### config.mk
export PLATFORM = sky130hd
export DESIGN_NAME = infix_expression_evaluator
export DESIGN_NICKNAME = d
export VERILOG_FILES = /design/src/sv/iee_pkg.sv /design/src/sv/iee_alu.sv /design/src/sv/iee_datapath.sv /design/src/sv/iee_ctrl.sv /design/src/sv/infix_expression_evaluator.sv
export SDC_FILE = /design/constraint.sdc
export NUM_CORES = 2
export LEC_CHECK = 0
export BUFFER_PORTS_ARGS = -buffer_cell sky130_fd_sc_hd__buf_2
export CAP_MARGIN = 20
export CORE_MARGIN = 2
export CORE_UTILIZATION = 35
export CTS_CLUSTER_SIZE = 28
export DETAILED_ROUTE_END_ITERATION = 10
export PLACE_DENSITY = 0.53
export SETUP_SLACK_MARGIN = 0.05
export SLEW_MARGIN = 20
export SYNTH_ARGS = -nofsm -noshare
export SYNTH_HDL_FRONTEND = slang
export SYNTH_SLANG_ARGS = --single-unit
### constraint.sdc
create_clock -name clk -period 14.95 [get_ports clk]
set_input_delay 0 -clock clk [delete_from_list [all_inputs] [get_ports clk]]
set_output_delay 0 -clock clk [all_outputs]
set_load 0.02 [all_outputs]
### src/sv/iee_pkg.sv
// Shared types and constants for the infix expression evaluator.
`timescale 1ns / 1ps
package iee_pkg;
  localparam int StackDepth = 32;
  localparam int ValueWidth = 32;
  localparam int PtrW = $clog2(StackDepth);
  localparam int CntW = $clog2(StackDepth + 1);

  localparam logic [1:0] ST_OK       = 2'd0;
  localparam logic [1:0] ST_DIVZERO  = 2'd1;
  localparam logic [1:0] ST_MISSING  = 2'd2;
  localparam logic [1:0] ST_OVERFLOW = 2'd3;

  localparam logic [7:0] CH_ZERO  = 8'h30;
  localparam logic [7:0] CH_NINE  = 8'h39;
  localparam logic [7:0] CH_SPACE = 8'h20;
  localparam logic [7:0] CH_LPAR  = 8'h28;
  localparam logic [7:0] CH_RPAR  = 8'h29;
  localparam logic [7:0] CH_PLUS  = 8'h2B;
  localparam logic [7:0] CH_MINUS = 8'h2D;
  localparam logic [7:0] CH_MUL   = 8'h2A;
  localparam logic [7:0] CH_DIV   = 8'h2F;
  localparam logic [7:0] CH_POW   = 8'h5E;

  // Commands from the controller to the datapath.
  typedef struct packed {
    logic load;      // latch the incoming character
    logic digit;     // fold a digit into the pending number
    logic flush;     // push the pending number if one is active
    logic push_op;   // push the latched character
    logic pop_op;    // drop the top operator (matching paren)
    logic red_pop;   // pop operator and two operands into the ALU
    logic alu_go;    // start the ALU on the popped operands
    logic red_push;  // push the ALU result
    logic finish;    // capture the result and clear the expression state
  } iee_cmd_t;

  typedef struct packed {
    logic       op_empty;
    logic       top_is_lpar;
    logic       prec_ge;   // top precedence >= latched character precedence
    logic       alu_busy;
  } iee_sts_t;

  function automatic logic [1:0] prec_of(input logic [7:0] c);
    case (c)
      CH_PLUS, CH_MINUS: prec_of = 2'd1;
      CH_MUL, CH_DIV:    prec_of = 2'd2;
      CH_POW:            prec_of = 2'd3;
      default:           prec_of = 2'd0;
    endcase
  endfunction
endpackage

### src/sv/iee_alu.sv
// Arithmetic unit: add, subtract, multiply, and a bit-serial signed divider; other operators give zero.
`timescale 1ns / 1ps
module iee_alu import iee_pkg::*; (
  input  logic                  clk,
  input  logic                  rst_n,
  input  logic                  go,
  input  logic [7:0]            op,
  input  logic [ValueWidth-1:0] a,
  input  logic [ValueWidth-1:0] b,
  output logic                  busy,
  output logic [ValueWidth-1:0] result,
  output logic                  div_zero
);
  localparam int BitW = $clog2(ValueWidth + 1);

  logic                  busy_r, busy_nxt;
  logic [BitW-1:0]       cnt_r, cnt_nxt;
  logic [ValueWidth-1:0] quo_r, quo_nxt;
  logic [ValueWidth-1:0] rem_r, rem_nxt;
  logic [ValueWidth-1:0] dvs_r, dvs_nxt;
  logic                  neg_r, neg_nxt;
  logic [ValueWidth-1:0] res_r, res_nxt;
  logic                  dz_r, dz_nxt;
  logic [ValueWidth-1:0] mag_a, mag_b;
  logic [ValueWidth:0]   trial;
  logic [ValueWidth-1:0] rem_sh;

  assign mag_a = a[ValueWidth-1] ? (~a + 1'b1) : a;
  assign mag_b = b[ValueWidth-1] ? (~b + 1'b1) : b;
  assign rem_sh = {rem_r[ValueWidth-2:0], quo_r[ValueWidth-1]};
  assign trial = {1'b0, rem_sh} - {1'b0, dvs_r};

  always_comb begin
    busy_nxt = busy_r;
    cnt_nxt  = cnt_r;
    quo_nxt  = quo_r;
    rem_nxt  = rem_r;
    dvs_nxt  = dvs_r;
    neg_nxt  = neg_r;
    res_nxt  = res_r;
    dz_nxt   = 1'b0;
    if (go) begin
      case (op)
        CH_PLUS:  res_nxt = a + b;
        CH_MINUS: res_nxt = a - b;
        CH_MUL:   res_nxt = ValueWidth'(a * b);
        CH_DIV: begin
          if (b == '0) begin
            res_nxt = '0;
            dz_nxt  = 1'b1;
          end else begin
            busy_nxt = 1'b1;
            cnt_nxt  = BitW'(ValueWidth);
            quo_nxt  = mag_a;
            rem_nxt  = '0;
            dvs_nxt  = mag_b;
            neg_nxt  = a[ValueWidth-1] ^ b[ValueWidth-1];
          end
        end
        default:  res_nxt = '0;
      endcase
    end else if (busy_r) begin
      // One quotient bit per cycle, restoring division.
      if (!trial[ValueWidth]) begin
        rem_nxt = trial[ValueWidth-1:0];
        quo_nxt = {quo_r[ValueWidth-2:0], 1'b1};
      end else begin
        rem_nxt = rem_sh;
        quo_nxt = {quo_r[ValueWidth-2:0], 1'b0};
      end
      cnt_nxt = cnt_r - 1'b1;
      if (cnt_r == BitW'(1)) begin
        busy_nxt = 1'b0;
        res_nxt  = neg_r ? (~quo_nxt + 1'b1) : quo_nxt;
      end
    end
  end

  always_ff @(posedge clk) begin
    if (!rst_n) begin
      busy_r <= 1'b0;
      dz_r   <= 1'b0;
    end else begin
      busy_r <= busy_nxt;
      dz_r   <= dz_nxt;
    end
    cnt_r <= cnt_nxt;
    quo_r <= quo_nxt;
    rem_r <= rem_nxt;
    dvs_r <= dvs_nxt;
    neg_r <= neg_nxt;
    res_r <= res_nxt;
  end

  assign busy     = busy_r;
  assign result   = res_r;
  assign div_zero = dz_r;
endmodule

### src/sv/iee_datapath.sv
// Datapath: both stacks, the number builder, error flag and ALU.
`timescale 1ns / 1ps
module iee_datapath import iee_pkg::*; (
  input  logic                  clk,
  input  logic                  rst_n,
  input  iee_cmd_t              cmd,
  input  logic [7:0]            char_in,
  output iee_sts_t              sts,
  output logic [31:0]           res_value,
  output logic [1:0]            res_status
);
  logic [7:0]            op_mem [StackDepth];
  logic [ValueWidth-1:0] val_mem [StackDepth];

  logic [CntW-1:0]       op_cnt_r, op_cnt_nxt;
  logic [CntW-1:0]       val_cnt_r, val_cnt_nxt;
  logic [ValueWidth-1:0] num_r, num_nxt;
  logic                  num_act_r, num_act_nxt;
  logic [1:0]            err_r, err_nxt;
  logic [7:0]            ch_r;
  logic [7:0]            op_top_r;     // copy of the top operator
  logic [7:0]            alu_op_r;
  logic [ValueWidth-1:0] opa_r, opb_r;
  logic [31:0]           res_value_r;
  logic [1:0]            res_status_r;
  logic [ValueWidth-1:0] top_val, sec_val;
  logic [ValueWidth-1:0] alu_res;
  logic                  alu_busy, alu_dz;
  logic [1:0]            err_tmp;
  logic                  op_we, val_we;
  logic [PtrW-1:0]       op_wa, val_wa;
  logic [7:0]            op_wd;
  logic [ValueWidth-1:0] val_wd;
  logic [7:0]            op_below;

  // Top two entries are read by the reduction; the stack is small enough
  // to keep in registers with fixed-address top reads via the count.
  assign top_val  = val_mem[PtrW'(val_cnt_r - 1'b1)];
  assign sec_val  = val_mem[PtrW'(val_cnt_r - 2'd2)];
  assign op_below = op_mem[PtrW'(op_cnt_r - 2'd2)];

  iee_alu u_alu (
    .clk(clk), .rst_n(rst_n), .go(cmd.alu_go), .op(alu_op_r),
    .a(opa_r), .b(opb_r), .busy(alu_busy), .result(alu_res), .div_zero(alu_dz)
  );

  always_comb begin
    op_cnt_nxt  = op_cnt_r;
    val_cnt_nxt = val_cnt_r;
    num_nxt     = num_r;
    num_act_nxt = num_act_r;
    err_tmp     = err_r;
    op_we  = 1'b0; op_wa = PtrW'(op_cnt_r);  op_wd = ch_r;
    val_we = 1'b0; val_wa = PtrW'(val_cnt_r); val_wd = num_r;
    if (alu_dz && err_tmp == ST_OK) err_tmp = ST_DIVZERO;
    if (cmd.digit) begin
      num_nxt = ValueWidth'(num_r * ValueWidth'(10))
                + ValueWidth'(char_in - CH_ZERO);
      num_act_nxt = 1'b1;
    end
    if (cmd.flush && num_act_r) begin
      num_nxt = '0;
      num_act_nxt = 1'b0;
      if (val_cnt_r == CntW'(StackDepth)) begin
        if (err_tmp == ST_OK) err_tmp = ST_OVERFLOW;
      end else begin
        val_we = 1'b1;
        val_cnt_nxt = val_cnt_r + 1'b1;
      end
    end
    if (cmd.push_op) begin
      if (op_cnt_r == CntW'(StackDepth)) begin
        if (err_tmp == ST_OK) err_tmp = ST_OVERFLOW;
      end else begin
        op_we = 1'b1;
        op_cnt_nxt = op_cnt_r + 1'b1;
      end
    end
    if (cmd.pop_op) op_cnt_nxt = op_cnt_r - 1'b1;
    if (cmd.red_pop) begin
      op_cnt_nxt = op_cnt_r - 1'b1;
      if (val_cnt_r < CntW'(2)) begin
        if (err_tmp == ST_OK) err_tmp = ST_MISSING;
        val_cnt_nxt = '0;
      end else begin
        val_cnt_nxt = val_cnt_r - CntW'(2);
      end
    end
    if (cmd.red_push) begin
      if (val_cnt_r == CntW'(StackDepth)) begin
        if (err_tmp == ST_OK) err_tmp = ST_OVERFLOW;
      end else begin
        val_we = 1'b1;
        val_wd = alu_res;
        val_cnt_nxt = val_cnt_r + 1'b1;
      end
    end
    err_nxt = err_tmp;
    if (cmd.finish) begin
      if (val_cnt_r == '0 && err_tmp == ST_OK) err_nxt = ST_MISSING;
      op_cnt_nxt  = '0;
      val_cnt_nxt = '0;
      num_nxt     = '0;
      num_act_nxt = 1'b0;
    end
  end

  always_ff @(posedge clk) begin
    if (!rst_n) begin
      op_cnt_r  <= '0;
      val_cnt_r <= '0;
      num_r     <= '0;
      num_act_r <= 1'b0;
      err_r     <= ST_OK;
    end else begin
      op_cnt_r  <= op_cnt_nxt;
      val_cnt_r <= val_cnt_nxt;
      num_r     <= num_nxt;
      num_act_r <= num_act_nxt;
      err_r     <= cmd.finish ? ST_OK : err_nxt;
    end
  end

  always_ff @(posedge clk) begin
    if (op_we) op_mem[op_wa] <= op_wd;
    if (val_we) val_mem[val_wa] <= val_wd;
    if (cmd.load) ch_r <= char_in;
    if (op_we) op_top_r <= op_wd;
    else if (cmd.pop_op || cmd.red_pop) op_top_r <= op_below;
    if (cmd.red_pop) begin
      alu_op_r <= op_top_r;
      opb_r <= (val_cnt_r >= CntW'(1)) ? top_val : '0;
      opa_r <= (val_cnt_r >= CntW'(2)) ? sec_val : '0;
    end
    if (cmd.finish) begin
      res_value_r  <= (val_cnt_r == '0) ? 32'd0 : 32'(signed'(top_val));
      res_status_r <= err_nxt;
    end
  end

  assign sts.op_empty    = (op_cnt_r == '0);
  assign sts.top_is_lpar = (op_top_r == CH_LPAR);
  assign sts.prec_ge     = (prec_of(op_top_r) >= prec_of(ch_r));
  assign sts.alu_busy    = alu_busy;
  assign res_value  = res_value_r;
  assign res_status = res_status_r;
endmodule

### src/sv/iee_ctrl.sv
// Controller state machine sequencing one character through the stacks.
`timescale 1ns / 1ps
module iee_ctrl import iee_pkg::*; (
  input  logic       clk,
  input  logic       rst_n,
  input  logic       in_valid,
  input  logic [7:0] in_char,
  input  logic       in_last,
  output logic       in_ready,
  input  iee_sts_t   sts,
  output iee_cmd_t   cmd,
  output logic       out_valid,
  input  logic       out_ready
);
  localparam logic [3:0] S_IDLE   = 4'd0;
  localparam logic [3:0] S_CLASS  = 4'd1;
  localparam logic [3:0] S_RLOOP  = 4'd2;  // ')' reduction loop
  localparam logic [3:0] S_OLOOP  = 4'd3;  // operator precedence loop
  localparam logic [3:0] S_ELOOP  = 4'd4;  // end-of-expression loop
  localparam logic [3:0] S_ALU    = 4'd5;
  localparam logic [3:0] S_WAIT   = 4'd6;
  localparam logic [3:0] S_PUSH   = 4'd7;
  localparam logic [3:0] S_LAST   = 4'd8;
  localparam logic [3:0] S_FIN    = 4'd9;

  logic [3:0] state_r, state_nxt;
  logic [3:0] ret_r, ret_nxt;
  logic       last_r, last_nxt;
  logic [7:0] ch_r, ch_nxt;
  logic       ov_r, ov_nxt;
  logic       acc;

  // The result register is only overwritten in S_FIN, which waits until a waiting result
  // is taken; the next expression is still accepted and reduced meanwhile.
  assign in_ready = (state_r == S_IDLE);
  assign acc = in_valid && in_ready;
  assign out_valid = ov_r;

  always_comb begin
    state_nxt = state_r;
    ret_nxt   = ret_r;
    last_nxt  = last_r;
    ch_nxt    = ch_r;
    ov_nxt    = ov_r;
    cmd       = '0;
    if (ov_r && out_ready) ov_nxt = 1'b0;
    case (state_r)
      S_IDLE: begin
        if (acc) begin
          cmd.load = 1'b1;
          ch_nxt   = in_char;
          last_nxt = in_last;
          if (in_char >= CH_ZERO && in_char <= CH_NINE) begin
            cmd.digit = 1'b1;
            state_nxt = in_last ? S_LAST : S_IDLE;
          end else begin
            cmd.flush = 1'b1;
            state_nxt = S_CLASS;
          end
        end
      end
      S_CLASS: begin
        if (ch_r == CH_SPACE) begin
          state_nxt = S_LAST;
        end else if (ch_r == CH_LPAR) begin
          cmd.push_op = 1'b1;
          state_nxt = S_LAST;
        end else if (ch_r == CH_RPAR) begin
          state_nxt = S_RLOOP;
        end else begin
          state_nxt = S_OLOOP;
        end
      end
      S_RLOOP: begin
        if (sts.op_empty) begin
          state_nxt = S_LAST;
        end else if (sts.top_is_lpar) begin
          cmd.pop_op = 1'b1;
          state_nxt = S_LAST;
        end else begin
          cmd.red_pop = 1'b1;
          ret_nxt = S_RLOOP;
          state_nxt = S_ALU;
        end
      end
      S_OLOOP: begin
        if (!sts.op_empty && sts.prec_ge) begin
          cmd.red_pop = 1'b1;
          ret_nxt = S_OLOOP;
          state_nxt = S_ALU;
        end else begin
          cmd.push_op = 1'b1;
          state_nxt = S_LAST;
        end
      end
      S_ALU: begin
        cmd.alu_go = 1'b1;
        state_nxt = S_WAIT;
      end
      S_WAIT: begin
        if (!sts.alu_busy) state_nxt = S_PUSH;
      end
      S_PUSH: begin
        cmd.red_push = 1'b1;
        state_nxt = ret_r;
      end
      S_LAST: begin
        if (last_r) begin
          cmd.flush = 1'b1;
          state_nxt = S_ELOOP;
        end else begin
          state_nxt = S_IDLE;
        end
      end
      S_ELOOP: begin
        if (sts.op_empty) begin
          state_nxt = S_FIN;
        end else begin
          cmd.red_pop = 1'b1;
          ret_nxt = S_ELOOP;
          state_nxt = S_ALU;
        end
      end
      S_FIN: begin
        if (!ov_r) begin
          cmd.finish = 1'b1;
          ov_nxt = 1'b1;
          state_nxt = S_IDLE;
        end
      end
      default: state_nxt = S_IDLE;
    endcase
  end

  always_ff @(posedge clk) begin
    if (!rst_n) begin
      state_r <= S_IDLE;
      ret_r   <= S_IDLE;
      last_r  <= 1'b0;
      ov_r    <= 1'b0;
    end else begin
      state_r <= state_nxt;
      ret_r   <= ret_nxt;
      last_r  <= last_nxt;
      ov_r    <= ov_nxt;
    end
    ch_r <= ch_nxt;
  end
endmodule

### src/sv/infix_expression_evaluator.sv
// Top level of the infix expression evaluator.
// Sequencing: a digit is folded into the pending number as it is accepted; other characters
// go through S_CLASS and the stack loops, each reduction through S_ALU, S_WAIT and S_PUSH.
// After the last reduction of the end character, S_ELOOP and then S_FIN register the result.
// Throughput: one character at a time; the stack reduction loop sets the rate.
// Reset: synchronous active-low rst_n empties both stacks and clears errors.
`timescale 1ns / 1ps
module infix_expression_evaluator import iee_pkg::*; (
  input  logic        clk,
  input  logic        rst_n,
  input  logic        in_tvalid,
  output logic        in_tready,
  input  logic [7:0]  in_tdata,   // [7:0] char_code
  input  logic        in_tlast,   // end_of_expr
  output logic        out_tvalid,
  input  logic        out_tready,
  output logic [39:0] out_tdata   // [31:0] value, [33:32] status, zero fill
);
  iee_cmd_t    cmd;
  iee_sts_t    sts;
  logic [31:0] res_value;
  logic [1:0]  res_status;

  iee_ctrl u_ctrl (
    .clk(clk), .rst_n(rst_n), .in_valid(in_tvalid), .in_char(in_tdata),
    .in_last(in_tlast), .in_ready(in_tready), .sts(sts), .cmd(cmd),
    .out_valid(out_tvalid), .out_ready(out_tready)
  );

  iee_datapath u_dp (
    .clk(clk), .rst_n(rst_n), .cmd(cmd), .char_in(in_tdata), .sts(sts),
    .res_value(res_value), .res_status(res_status)
  );

  assign out_tdata = {6'd0, res_status, res_value};
endmodule

==> tab_implementation.tex <==
\begin{tabular}{lr}
\hline
Metric & Value \\
\hline
\multicolumn{2}{l}{\textbf{Clocking}} \\
CTS max path bufs & 3 \\
Post-CTS Resized & 0 \\
CTS tree & yes \\
Latest clock arrival within the worst-skew pair & around 0.86 ns \\
Deepest level of the CTS H-tree & 4 \\
Post-CTS Setup Repair Bufs & 0 \\
Cts bufs inserted & 174 \\
Number of sinks handled by clock tree synthesis & $\sim$1600 \\
Buffer type at the clock tree root & sky130\_fd\_sc\_hd\_\_clkbuf\_16 \\
Clock slew seen by the registers of the worst setup and hold paths & roughly 0.060 ns \\
\multicolumn{2}{l}{\textbf{Critical path}} \\
Critical path data arrival time & 8.51 ns \\
RR Startpoint & u\_dp.opa\_r[17]\$\_SDFFCE\_PN0P\_ \\
Sort of element at the start of the critical path & flip-flop \\
Critical path required time & 15.53 ns \\
Maximum cell stage delay along the critical path & around 0.73 ns \\
CP Depth & 22 \\
Critical path's top delay family & adder cells \\
Number of cells on the worst reg-to-reg path & 22 \\
Most used cell, CP & sky130\_fd\_sc\_hd\_\_fa\_1 \\
Cell Chain, Critical Path & and2\_1, fa\_1, inv\_1, fa\_1, fa\_1, fa\_1, inv\_1, fa\_1, fa\_1, fa\_1, fa\_1, ha\_1, a21o\_1, a21oi\_1, o211ai\_1, o22ai\_1, o2bb2a\_1, o21ai\_0, a221oi\_1, xnor2\_1, a221oi\_1, a21oi\_1 \\
Crit. End Element & flip-flop \\
Reg2Reg Setup Slack & 7.02 ns \\
Endpoint of the most critical register-to-register path & u\_dp.u\_alu.result[31]\$\_DFFE\_PP\_ \\
Highest fanout seen on the critical path & 19 \\
Type of the setup path with the least slack & flip-flop to flip-flop \\
Number of buffer and inverter instances along the worst setup path & 2 \\
Cell with the biggest individual delay on the critical path & sky130\_fd\_sc\_hd\_\_edfxtp\_1 \\
\multicolumn{2}{l}{\textbf{Detailed routing}} \\
WL per Instance & between 20 and 30 µm \\
Detailed router's first-iteration violation count & between 5000 and 6000 \\
Vias/cell & around 5.6 \\
Post-route DRC & 0 \\
Via count & approximately 57000 \\
Antenna Nets Post-Route & 0 \\
Final Routed Wirelength & around 280 mm \\
Total iterations of the first detailed-routing run & 5 \\
\multicolumn{2}{l}{\textbf{Synth}} \\
Cell types with the largest area share after synthesis & sky130\_fd\_sc\_hd\_\_edfxtp\_1 (49\%), sky130\_fd\_sc\_hd\_\_mux4\_2 (17\%), sky130\_fd\_sc\_hd\_\_fa\_1 (8.8\%) \\
Total number of yosys warnings & 0 \\
Share of synthesized area occupied by flip-flops and latches & approximately 50\% \\
Number of enable flip-flop cells after synthesis & between 1500 and 2000 \\
Area of the mapped netlist & 94000 µm² \\
Share of async-settable or async-resettable flops after synthesis & 0\% \\
Cell count after synthesis & around 6500 \\
Area share of the largest cell type after synthesis & 49.0\% \\
Area leader, netlist & sky130\_fd\_sc\_hd\_\_edfxtp\_1 \\
Number of distinct library cell variants in the gate-level netlist after synthesis & 82 \\
Synthesis-stage register bit count & 1594 \\
Primary FF master, synth & sky130\_fd\_sc\_hd\_\_edfxtp\_1 \\
Mean Syn Cell Area & approximately 15 µm² \\
\multicolumn{2}{l}{\textbf{Min path}} \\
Worst Hold Endpoint & u\_ctrl.ret\_r[2]\$\_SDFFE\_PN0P\_ \\
Worst min-delay path class & input port to flip-flop \\
Number of cells on the worst hold path & 3 \\
Launch point of the worst hold path & rst\_n \\
\multicolumn{2}{l}{\textbf{Floorplan}} \\
Die boundary height & approximately 520 µm \\
Area inside the core boundary & about 270000 µm² \\
Initial cell density of the core & around a third \\
Count of standard-cell rows & 190 \\
Die Wd & between 500 and 600 µm \\
Boundary Pins & 55 \\
Die Footprint & $\sim$270000 µm² \\
\multicolumn{2}{l}{\textbf{GRT}} \\
Largest net degree at the start of global routing & approximately 120 \\
GRT overflow & 0 \\
Tot GR Track Use & between 20 and 25\% \\
First-pass GRT wire length & approximately 410 mm \\
Vias in the first global route & slightly below 60000 \\
Initial antenna violation count & 8 \\
\multicolumn{2}{l}{\textbf{STA}} \\
Setup skew after layout & between 0.06 and 0.07 ns \\
Worst setup margin & approximately 7.0 ns \\
Final clock period utilization by the worst path & a little over half \\
Headroom to the max-slew limit & $\sim$18\% \\
Hold WS & $\sim$0.12 ns \\
Final Setup Violations & 0 \\
Transition time at the pin with the least slew margin & 1.20 ns \\
RSZ-0062 raised after global routing & no \\
Post-layout minimum cycle time & $\sim$7.9 ns \\
Final hold vios & 0 \\
Maximum achievable frequency & between 0.1 and 0.15 GHz \\
Final Max Tran Viols & 0 \\
Setup TNS Final & 0 ns \\
\multicolumn{2}{l}{\textbf{Outcome}} \\
Result of the run & finished clean \\
\multicolumn{2}{l}{\textbf{Job}} \\
Number of max-cap violations & 0 \\
\multicolumn{2}{l}{\textbf{Placement}} \\
DP Worst Slack & 7.04 ns \\
I/O Buffers & 48 \\
Routability Congestion & $\sim$0.87 \\
DP Wirelength & about 180 mm \\
\multicolumn{2}{l}{\textbf{Final layout}} \\
Layout cells sized above 1 & about a fifth \\
Final Net Count & around 7200 \\
FILL cells & about 25000 \\
Synthesis-to-layout area growth & 11.2\% \\
\hline
\end{tabular}
-- what timing repair did --
item / in CTS / in global routing
hold endpoints to repair: 61 / 0
endpoints found under the setup margin: 0 / 0
hold buffers: 23 / 0
-- worst reg2reg max path: cells and delay by family, from the launching register on --
family | cells | cell delay, ns
XOR/XNOR | 1 | 0.11
flip-flops | 1 | 0.73
buffers and inverters | 2 | 0.10
AO/OA/AOI/OAI | 9 | 2.05
AND/OR/NAND/NOR | 1 | 0.33
adder cells (fa/ha/maj) | 9 | 4.38
-- stage by stage --
step,util [%],cell area (µm²),instances
2_1_floorplan,-,94100,6489
3_3_place_gp,36.9,98800,9833
3_5_place_dp,36.9,98800,9833
4_1_cts,39.1,105000,10200
5_1_grt,39.1,105000,10200
6_report,39.1,105000,10200
-- per-layer routing --
metal	vias up	share of wire (%)	GRT usage, %
met3	493	5.8	2.88
met5	-	0.0046	0
li1	24300	-	-
met1	30500	41	27.2
met4	2	3.6	7.30
met2	1943	50	35.3
-- Yosys cell counts, types with 27 or more instances --
master                     instances
sky130_fd_sc_hd__edfxtp_1       1536
sky130_fd_sc_hd__mux4_2          720
sky130_fd_sc_hd__nand2_1         570
sky130_fd_sc_hd__inv_1           467
sky130_fd_sc_hd__fa_1            412
sky130_fd_sc_hd__clkbuf_1        336
sky130_fd_sc_hd__and2_1          315
sky130_fd_sc_hd__ha_1            294
sky130_fd_sc_hd__nor2_1          268
sky130_fd_sc_hd__a21oi_1         226
sky130_fd_sc_hd__xnor2_1         190
sky130_fd_sc_hd__o21ai_0         161
sky130_fd_sc_hd__xor2_1          137
sky130_fd_sc_hd__nor3_1           59
sky130_fd_sc_hd__dfxtp_1          58
sky130_fd_sc_hd__nand3_1          58
sky130_fd_sc_hd__buf_1            51
sky130_fd_sc_hd__mux2i_1          50
sky130_fd_sc_hd__a21o_1           44
sky130_fd_sc_hd__or3_1            39
sky130_fd_sc_hd__nand2b_1         36
sky130_fd_sc_hd__mux2_2           32
sky130_fd_sc_hd__a211oi_1         31
sky130_fd_sc_hd__o21a_1           31
sky130_fd_sc_hd__o31ai_1          31
sky130_fd_sc_hd__a31oi_1          27
-- sequential cells by signal, indices dropped and copies added (netlist names), 8 cells and up --
name	cells
u_dp.alu_op_r	8
u_dp.ch_r	8
u_dp.num_r	32
u_dp.op_mem	256
u_dp.op_top_r	8
u_dp.opa_r	32
u_dp.opb_r	32
u_dp.res_value	32
u_dp.u_alu.dvs_r	32
u_dp.u_alu.quo_r	32
u_dp.u_alu.rem_r	31
u_dp.u_alu.result	32
u_dp.val_mem	1024
-- kinds of logic after synthesis --
kind of cell    share of synthesized area, %
flops                                   50.3
simple gates                            7.69
buf+inv                                 3.48
mux                                     18.2
fa+ha+maj                               12.7
compound gates                          4.65
xor+xnor                                3.05
other cells                          0.00399
-- area by class of cell --
type	count	area (µm²)	area share, %
tap	3552	4440	4.25
clock buffer	226	4560	4.36
timing repair buffer	211	1580	1.51
antenna	5	12.5	0.0120
inverter	470	1770	1.69
multi-input combinational	4029	43900	42.0
sequential	1594	47300	45.2
clock inverter	97	997	0.954
-- how the worst max path moves through the flow --
stage / from / endpoint
6_report: u_dp.opa_r[17]$_SDFFCE_PN0P_ / u_dp.u_alu.result[31]$_DFFE_PP_
5_1_grt: u_dp.opb_r[2]$_SDFFCE_PN0P_ / u_dp.u_alu.result[31]$_DFFE_PP_
4_1_cts: u_dp.opa_r[17]$_SDFFCE_PN0P_ / u_dp.u_alu.result[31]$_DFFE_PP_
3_5_place_dp: u_dp.opa_r[17]$_SDFFCE_PN0P_ / u_dp.u_alu.result[31]$_DFFE_PP_
3_3_place_gp: u_dp.opa_r[17]$_SDFFCE_PN0P_ / u_dp.u_alu.result[31]$_DFFE_PP_
2_1_floorplan: u_dp.opb_r[7]$_SDFFCE_PN0P_ / u_dp.u_alu.result[31]$_DFFE_PP_
-- cells in the final DEF (no fill, tap or decap), types with 135 or more instances in the layout --
master and instances:
sky130_fd_sc_hd__a21oi_1 226, sky130_fd_sc_hd__and2_1 314, sky130_fd_sc_hd__buf_4 135, sky130_fd_sc_hd__clkbuf_16 174, sky130_fd_sc_hd__edfxtp_1 1536, sky130_fd_sc_hd__fa_1 412
sky130_fd_sc_hd__ha_1 292, sky130_fd_sc_hd__inv_1 466, sky130_fd_sc_hd__mux4_2 720, sky130_fd_sc_hd__nand2_1 569, sky130_fd_sc_hd__nor2_1 234, sky130_fd_sc_hd__o21ai_0 160
sky130_fd_sc_hd__xnor2_1 186
Power is left out: the tool's default activity adds up to more than one toggle a clock period on the data nets, which glitch-free logic cannot reach.
